===== src/uvd_pkg.sv =====
// ----------------------------------------------------------------------------
// uvd_pkg
// Shared types and constants for the unsigned LEB128 varint decoder.
// ----------------------------------------------------------------------------
package uvd_pkg;

  localparam int unsigned AccW  = 64;
  localparam int unsigned CntW  = 4;
  localparam int unsigned StatW = 3;

  // Index of the tenth byte of a value; its payload lands at bit 63.
  localparam logic [CntW-1:0] LAST_IDX = 4'd9;

  localparam logic [StatW-1:0] ST_OK            = 3'd0;
  localparam logic [StatW-1:0] ST_EMPTY         = 3'd1;
  localparam logic [StatW-1:0] ST_TOO_LONG      = 3'd2;
  localparam logic [StatW-1:0] ST_OVERFLOW      = 3'd3;
  localparam logic [StatW-1:0] ST_NON_CANONICAL = 3'd4;
  localparam logic [StatW-1:0] ST_UNTERMINATED  = 3'd5;

  typedef struct packed {
    logic [7:0] data_byte;
    logic       has_byte;
    logic       buffer_end;
  } uvd_item_t;

  typedef struct packed {
    logic [AccW-1:0]  value;
    logic [StatW-1:0] status;
    logic [CntW-1:0]  consumed_count;
  } uvd_result_t;

endpackage


===== src/unsigned_varint_decoder_unit.sv =====
// ----------------------------------------------------------------------------
// unsigned_varint_decoder_unit
// Streaming decoder for unsigned 64-bit LEB128 varints, one byte per beat.
// ----------------------------------------------------------------------------
// Usage:
//   The input channel carries one beat per encoded byte (in_data_byte with
//   in_has_byte set) or an end-only marker (in_has_byte clear). in_buffer_end
//   flags the last beat of the available input. A beat that ends a value or
//   hits an error yields one result beat: value, status and consumed count.
//   Other beats yield nothing. cfg_wr_data sets canonical checking when
//   cfg_wr_en is high; write it only while the block is idle.
//   Throughput is one input beat per cycle unless a result waits on out_ready.
//   An accepted beat sits in the input register while the decode logic works
//   on it; once the result register has space, the accumulator is updated and
//   the result register is loaded, which raises out_valid for a result.
//   While a result waits on out_ready, one more beat is still accepted into
//   the input register; it holds there until the result register frees up.
//   Beats that produce no result drain under the same rule.
//   Reset empties both registers, clears the accumulator and byte count and
//   turns canonical checking off.
// ----------------------------------------------------------------------------
module unsigned_varint_decoder_unit
  import uvd_pkg::*;
(
  input  logic             clk,
  input  logic             rst_n,
  input  logic             cfg_wr_en,
  input  logic             cfg_wr_data,
  input  logic             in_valid,
  output logic             in_ready,
  input  logic [7:0]       in_data_byte,
  input  logic             in_has_byte,
  input  logic             in_buffer_end,
  output logic             out_valid,
  input  logic             out_ready,
  output logic [AccW-1:0]  out_value,
  output logic [StatW-1:0] out_status,
  output logic [CntW-1:0]  out_consumed_count
);

  logic        canonical_r;
  uvd_item_t   in_item;
  uvd_item_t   s1_item;
  logic        s1_valid;
  logic        space;
  logic        step;
  logic        res_valid;
  uvd_result_t res;
  uvd_result_t res_out;

  always_ff @(posedge clk) begin
    if (!rst_n) begin
      canonical_r <= 1'b0;
    end else if (cfg_wr_en) begin
      canonical_r <= cfg_wr_data;
    end
  end

  assign in_item.data_byte  = in_data_byte;
  assign in_item.has_byte   = in_has_byte;
  assign in_item.buffer_end = in_buffer_end;

  assign step = s1_valid && space;

  uvd_in_stage u_in (
    .clk      (clk),
    .rst_n    (rst_n),
    .in_valid (in_valid),
    .in_ready (in_ready),
    .in_item  (in_item),
    .take     (step),
    .s1_valid (s1_valid),
    .s1_item  (s1_item)
  );

  uvd_decode u_dec (
    .clk       (clk),
    .rst_n     (rst_n),
    .canonical (canonical_r),
    .step      (step),
    .item      (s1_item),
    .res_valid (res_valid),
    .res       (res)
  );

  uvd_out_stage u_out (
    .clk       (clk),
    .rst_n     (rst_n),
    .load      (step && res_valid),
    .res_in    (res),
    .space     (space),
    .out_valid (out_valid),
    .out_ready (out_ready),
    .res_out   (res_out)
  );

  assign out_value          = res_out.value;
  assign out_status         = res_out.status;
  assign out_consumed_count = res_out.consumed_count;

`ifndef SYNTH
  a_stall_full: assert property (@(posedge clk) disable iff (!rst_n)
    !in_ready |-> (s1_valid && out_valid && !out_ready))
    else $error("input stalled without a full pipeline");

  a_hold_item: assert property (@(posedge clk) disable iff (!rst_n)
    (s1_valid && !space) |=> (s1_valid && $stable(s1_item)))
    else $error("pending beat lost while the result register is full");
`endif

endmodule


===== src/uvd_in_stage.sv =====
// ----------------------------------------------------------------------------
// uvd_in_stage
// Input register: holds one accepted beat until the decode stage takes it.
// ----------------------------------------------------------------------------
module uvd_in_stage
  import uvd_pkg::*;
(
  input  logic      clk,
  input  logic      rst_n,
  input  logic      in_valid,
  output logic      in_ready,
  input  uvd_item_t in_item,
  input  logic      take,
  output logic      s1_valid,
  output uvd_item_t s1_item
);

  logic      valid_r;
  logic      valid_nxt;
  uvd_item_t item_r;

  // A new beat may enter when the register is empty or drains this cycle.
  assign in_ready  = !valid_r || take;
  assign valid_nxt = (in_valid && in_ready) ? 1'b1 : (take ? 1'b0 : valid_r);

  always_ff @(posedge clk) begin
    if (!rst_n) begin
      valid_r <= 1'b0;
    end else begin
      valid_r <= valid_nxt;
    end
  end

  always_ff @(posedge clk) begin
    if (in_valid && in_ready) begin
      item_r <= in_item;
    end
  end

  assign s1_valid = valid_r;
  assign s1_item  = item_r;

endmodule


===== src/uvd_decode.sv =====
// ----------------------------------------------------------------------------
// uvd_decode
// Accumulator, byte count and the per-byte decode logic.
// ----------------------------------------------------------------------------
module uvd_decode
  import uvd_pkg::*;
(
  input  logic        clk,
  input  logic        rst_n,
  input  logic        canonical,
  input  logic        step,
  input  uvd_item_t   item,
  output logic        res_valid,
  output uvd_result_t res
);

  logic [AccW-1:0] acc_r;
  logic [AccW-1:0] acc_nxt;
  logic [CntW-1:0] cnt_r;
  logic [CntW-1:0] cnt_nxt;

  logic [6:0]      chunk;
  logic [5:0]      shift;
  logic [AccW-1:0] acc_or;
  logic [CntW-1:0] taken;
  logic            at_last;

  assign chunk   = item.data_byte[6:0];
  assign shift   = 6'({2'b00, cnt_r} * 6'd7);
  assign acc_or  = acc_r | (AccW'(chunk) << shift);
  assign taken   = cnt_r + 4'd1;
  assign at_last = (cnt_r == LAST_IDX);

  always_comb begin
    res_valid = 1'b0;
    res.value = '0;
    res.status = ST_OK;
    res.consumed_count = '0;
    acc_nxt = acc_r;
    cnt_nxt = cnt_r;
    if (!item.has_byte) begin
      if (item.buffer_end) begin
        res_valid = 1'b1;
        res.status = (cnt_r == '0) ? ST_EMPTY : ST_UNTERMINATED;
        res.consumed_count = cnt_r;
      end
    end else if (at_last && (chunk > 7'd1)) begin
      // The tenth byte only has room for bit 63.
      res_valid = 1'b1;
      res.status = ST_OVERFLOW;
      res.consumed_count = cnt_r;
    end else if (!item.data_byte[7]) begin
      res_valid = 1'b1;
      res.consumed_count = taken;
      // A multi-byte value is minimal exactly when its last chunk is nonzero.
      if (canonical && (cnt_r != '0) && (chunk == '0)) begin
        res.status = ST_NON_CANONICAL;
      end else begin
        res.value = acc_or;
      end
    end else if (at_last) begin
      res_valid = 1'b1;
      res.status = ST_TOO_LONG;
      res.consumed_count = taken;
    end else if (item.buffer_end) begin
      res_valid = 1'b1;
      res.status = ST_UNTERMINATED;
      res.consumed_count = taken;
    end else begin
      acc_nxt = acc_or;
      cnt_nxt = taken;
    end
    if (res_valid) begin
      acc_nxt = '0;
      cnt_nxt = '0;
    end
  end

  always_ff @(posedge clk) begin
    if (!rst_n) begin
      acc_r <= '0;
      cnt_r <= '0;
    end else if (step) begin
      acc_r <= acc_nxt;
      cnt_r <= cnt_nxt;
    end
  end

`ifndef SYNTH
  a_cnt_range: assert property (@(posedge clk) disable iff (!rst_n)
    cnt_r <= LAST_IDX)
    else $error("byte count beyond the tenth byte");

  a_open_clear: assert property (@(posedge clk) disable iff (!rst_n)
    (cnt_r == '0) |-> (acc_r == '0))
    else $error("accumulator holds bits with no open value");
`endif

endmodule


===== src/uvd_out_stage.sv =====
// ----------------------------------------------------------------------------
// uvd_out_stage
// Result register toward the output channel.
// ----------------------------------------------------------------------------
module uvd_out_stage
  import uvd_pkg::*;
(
  input  logic        clk,
  input  logic        rst_n,
  input  logic        load,
  input  uvd_result_t res_in,
  output logic        space,
  output logic        out_valid,
  input  logic        out_ready,
  output uvd_result_t res_out
);

  logic        valid_r;
  logic        valid_nxt;
  uvd_result_t res_r;

  assign space     = !valid_r || out_ready;
  assign valid_nxt = load ? 1'b1 : (out_ready ? 1'b0 : valid_r);

  always_ff @(posedge clk) begin
    if (!rst_n) begin
      valid_r <= 1'b0;
    end else begin
      valid_r <= valid_nxt;
    end
  end

  always_ff @(posedge clk) begin
    if (load) begin
      res_r <= res_in;
    end
  end

  assign out_valid = valid_r;
  assign res_out   = res_r;

`ifndef SYNTH
  a_err_zero: assert property (@(posedge clk) disable iff (!rst_n)
    (valid_r && (res_r.status != ST_OK)) |-> (res_r.value == '0))
    else $error("error result carries a nonzero value");

  a_cnt_max: assert property (@(posedge clk) disable iff (!rst_n)
    valid_r |-> (res_r.consumed_count <= 4'd10))
    else $error("consumed count above ten");
`endif

endmodule

===== config.mk =====
export PLATFORM = sky130hd
export DESIGN_NAME = unsigned_varint_decoder_unit
export DESIGN_NICKNAME = d
export VERILOG_FILES = /design/src/uvd_pkg.sv /design/src/unsigned_varint_decoder_unit.sv /design/src/uvd_in_stage.sv /design/src/uvd_decode.sv /design/src/uvd_out_stage.sv
export SDC_FILE = /design/constraint.sdc
export NUM_CORES = 1
export LEC_CHECK = 0
export CORE_MARGIN = 8
export CORE_UTILIZATION = 30
export DETAILED_ROUTE_END_ITERATION = 16
export DONT_BUFFER_PORTS = 1
export SKIP_LAST_GASP = 1
export SLEW_MARGIN = 20
export SYNTH_ARGS = -nofsm -noshare
export SYNTH_HDL_FRONTEND = slang
export SYNTH_SLANG_ARGS = --single-unit

===== constraint.sdc =====
create_clock -name clk -period 5.7 [get_ports clk]
set_input_delay 1.425 -clock clk [delete_from_list [all_inputs] [get_ports clk]]
set_output_delay 1.425 -clock clk [all_outputs]
set_load 0.03 [all_outputs]

==> impl_metrics.toml <==
[cells_and_area]
layout_commonest_cell = "edfxtp_1"
drive_gt1_share_pct = 11.79
design_area_um2 = 7547
syn_to_final_growth_pct = 11.89
layout_common_cells = "edfxtp_1, nand2_1, dfxtp_1"
n_antenna_cell = 0
layout.nets = 635

[yosys]
yosys-top-cells-area = "edfxtp_1, dfxtp_1, a22o_1"
post_synth.cell_area_avg_um2 = 10.90
ys_seq_elements = 152
yosysWarnings = 0
ys_seq_area_share_pct = 57.13
ys.flop_type = "edfxtp_1"
synth.top_cell.area_share_pct = 36.06
yosysUniqueCellTypes = 67
synthCells = 619
synth_area_leader_cell = "edfxtp_1"
synth-edff-count = 81
syn_area_um2 = 6745
synth_nets = 648
synthArstFlopShare_pct = 0

[sta]
tns_ps = 0
hold_viol_final = 0
fmax_mhz = 254.8
maxSlewHeadroom_pct = 35.44
final_max_slew_viol_count = 0
layout_setup_ws_ps = 1775
setup_violations = 0
tightest_slew_ps = 966.1
period_minus_slack_ps = 3925
rsz0062_at_grt = "false"
hold_ws_ps = 454.5
min_period_over_period_pct = 68.86
fin_skew_ps = 13.58

[setup_path]
crit_start = "u_dec.cnt_r[0]"
crit_top_cell = "fa_1"
slowest_stage = "fa_1"
cp-start-kind = "flip-flop"
critPathCaptureType = "flip-flop"
path_max_fanout = 20
path_delay_family = "adder cells"
path_class = "flip-flop to flip-flop"
critical_path.cell_chain = "fa_1 > ha_1 > fa_1 > nor2_1 > a22o_1 > a21oi_1 > o21ai_0"
worstPathArrival_ps = 4070
max_stage_delay_ps = 950
path_buf_inv = 0
timing.rr.start = "u_dec.cnt_r[0]"
worstPathRequired_ps = 5840

[global_route]
grt_first_pass_wirelength_um = 27220
grt_max_degree = 38
grt_pass1_vias = 4499
grt.total_usage_pct = 12.57
antenna_found_initial = 0
overflow = 0

[cts]
clk_pin_slew_ps = 70
cts-resized-gates = 0
cts_tree = "yes"
cts_buffers = 17
clock-sinks = 152
hold_buffers = 0
clk_latency_ps = 420
root_buffer = "clkbuf_16"
cts_setup_buffers = 0
cts_max_level = 4
cts_max_path_buffers = 2

[power]
sw_frac_of_total_pct = 26.08
ir_drop_v = 0.0001917
cellPowerDensity_nw_per_um2 = 319.9
p_leak_nw = 2.556
p_clk_share_pct = 43.3
seqPwrFrac_pct = 51.0
power_mw = 2.414
power.internal_mw = 1.785
p_switching_mw = 0.6296
comb_power_share_pct = 5.7

[detailed_routing]
routed_wl_um = 17520
via_per_inst = 5.325
vias = 4814
dr.pass1.iters = 5
drc = 0
drtIter0Drc = 432
drtAntennaViolNets = 0
drt-wirelength-per-cell_um = 19.38

[worst_hold_path]
min_from = "u_dec.acc_r[56]"
hold_path.class = "flip-flop to flip-flop"

[place]
dpl-instance-area_um2 = 6999
numPortBuffers = 0
hpwlAfterDp_um = 12020
dp_slack_ps = 1656
place.gp.congestion = 0.8727

[die]
io_pins = 89
rows = 55
die_area_um2 = 27540
start_util_pct = 30.16
core-area_um2 = 22370
die_w_um = 165.9
chipHeight_um = 165.9

[job]
cap_violations = 0

[run_status]
status = "finished, final reports clean"
[power groups by stage]
stage	Sequential (mW)	Combinational (mW)	Clock, mW
5_1_grt	1.24	0.148	1.11
3_3_place_gp	1.26	0.136	0
6_report	1.23	0.137	1.05
3_5_place_dp	1.26	0.136	0
4_1_cts	1.23	0.136	1.06
2_1_floorplan	1.25	0.100	0
[layer usage]
layer	global-route usage, %	share of wire (%)
met5	0	0
met4	3.597	1.2
met3	4.588	7.4
met2	18.79	45
met1	16.73	47
[state kept, by name, summed over array words and instances, names as in the netlist]
register / cells
u_out.res_out: 71
u_dec.acc_r: 64
u_in.s1_item: 10
u_dec.cnt_r: 4
canonical_r: 1
u_in.s1_valid: 1
u_out.out_valid: 1
[cell usage after synthesis (all sizes together) (7+ instances only)]
| master | n |
|---|---|
| nand3 | 9 |
| mux2i | 10 |
| mux2 | 9 |
| o22ai | 7 |
| a31oi | 28 |
| a21oi | 26 |
| nand2 | 74 |
| buf | 24 |
| dfxtp | 71 |
| and2 | 10 |
| inv | 9 |
| a22o | 33 |
| a32o | 8 |
| nor2 | 63 |
| o21ai | 44 |
| nor2b | 8 |
| edfxtp | 81 |
| ha | 9 |
| clkbuf | 19 |
[cell type report]
type	instances	area, um^2
clock buffers	18	429.2
repair buffers	11	82.58
inverters	10	37.54
multi-input cells	414	2675
flip-flops and latches	152	3854
fillers	2181	14820
well taps	285	356.6
clock inverters	14	112.6
[per-stage QoR]
stage,util [%],cells
after CTS,33.72,904
after detailed placement,31.30,872
after global routing,33.75,904
after floorplan,-,619
after global placement,31.30,872
final,33.75,904
[worst min-delay path, cell delays in order (launching register included)]
cell and delay, ps:
dfxtp_1 330, nand2_1 40, o21ai_0 50
[final timing paths]
check | cells past startpoint | slack [ps] | to
setup reg to reg | 7 | 1770 | u_out.res_out[28]
setup / recovery | 7 | 1770 | u_out.res_out[28]
hold / removal | 2 | 450 | u_dec.acc_r[56]
hold reg to reg | 2 | 450 | u_dec.acc_r[56]
[cells by family after synthesis]
| kind of cell | Yosys count | synth area share [%] |
|---|---|---|
| AO/OA/AOI/OAI | 183 | 19.14 |
| XOR/XNOR | 2 | 0.2597 |
| adder cells (fa/ha/maj) | 13 | 2.857 |
| buffers and inverters | 53 | 3.747 |
| flip-flops | 152 | 57.13 |
| multiplexers | 20 | 3.320 |
| AND/OR/NAND/NOR | 196 | 13.54 |
Note: power is estimated with default switching activity, not from simulation.
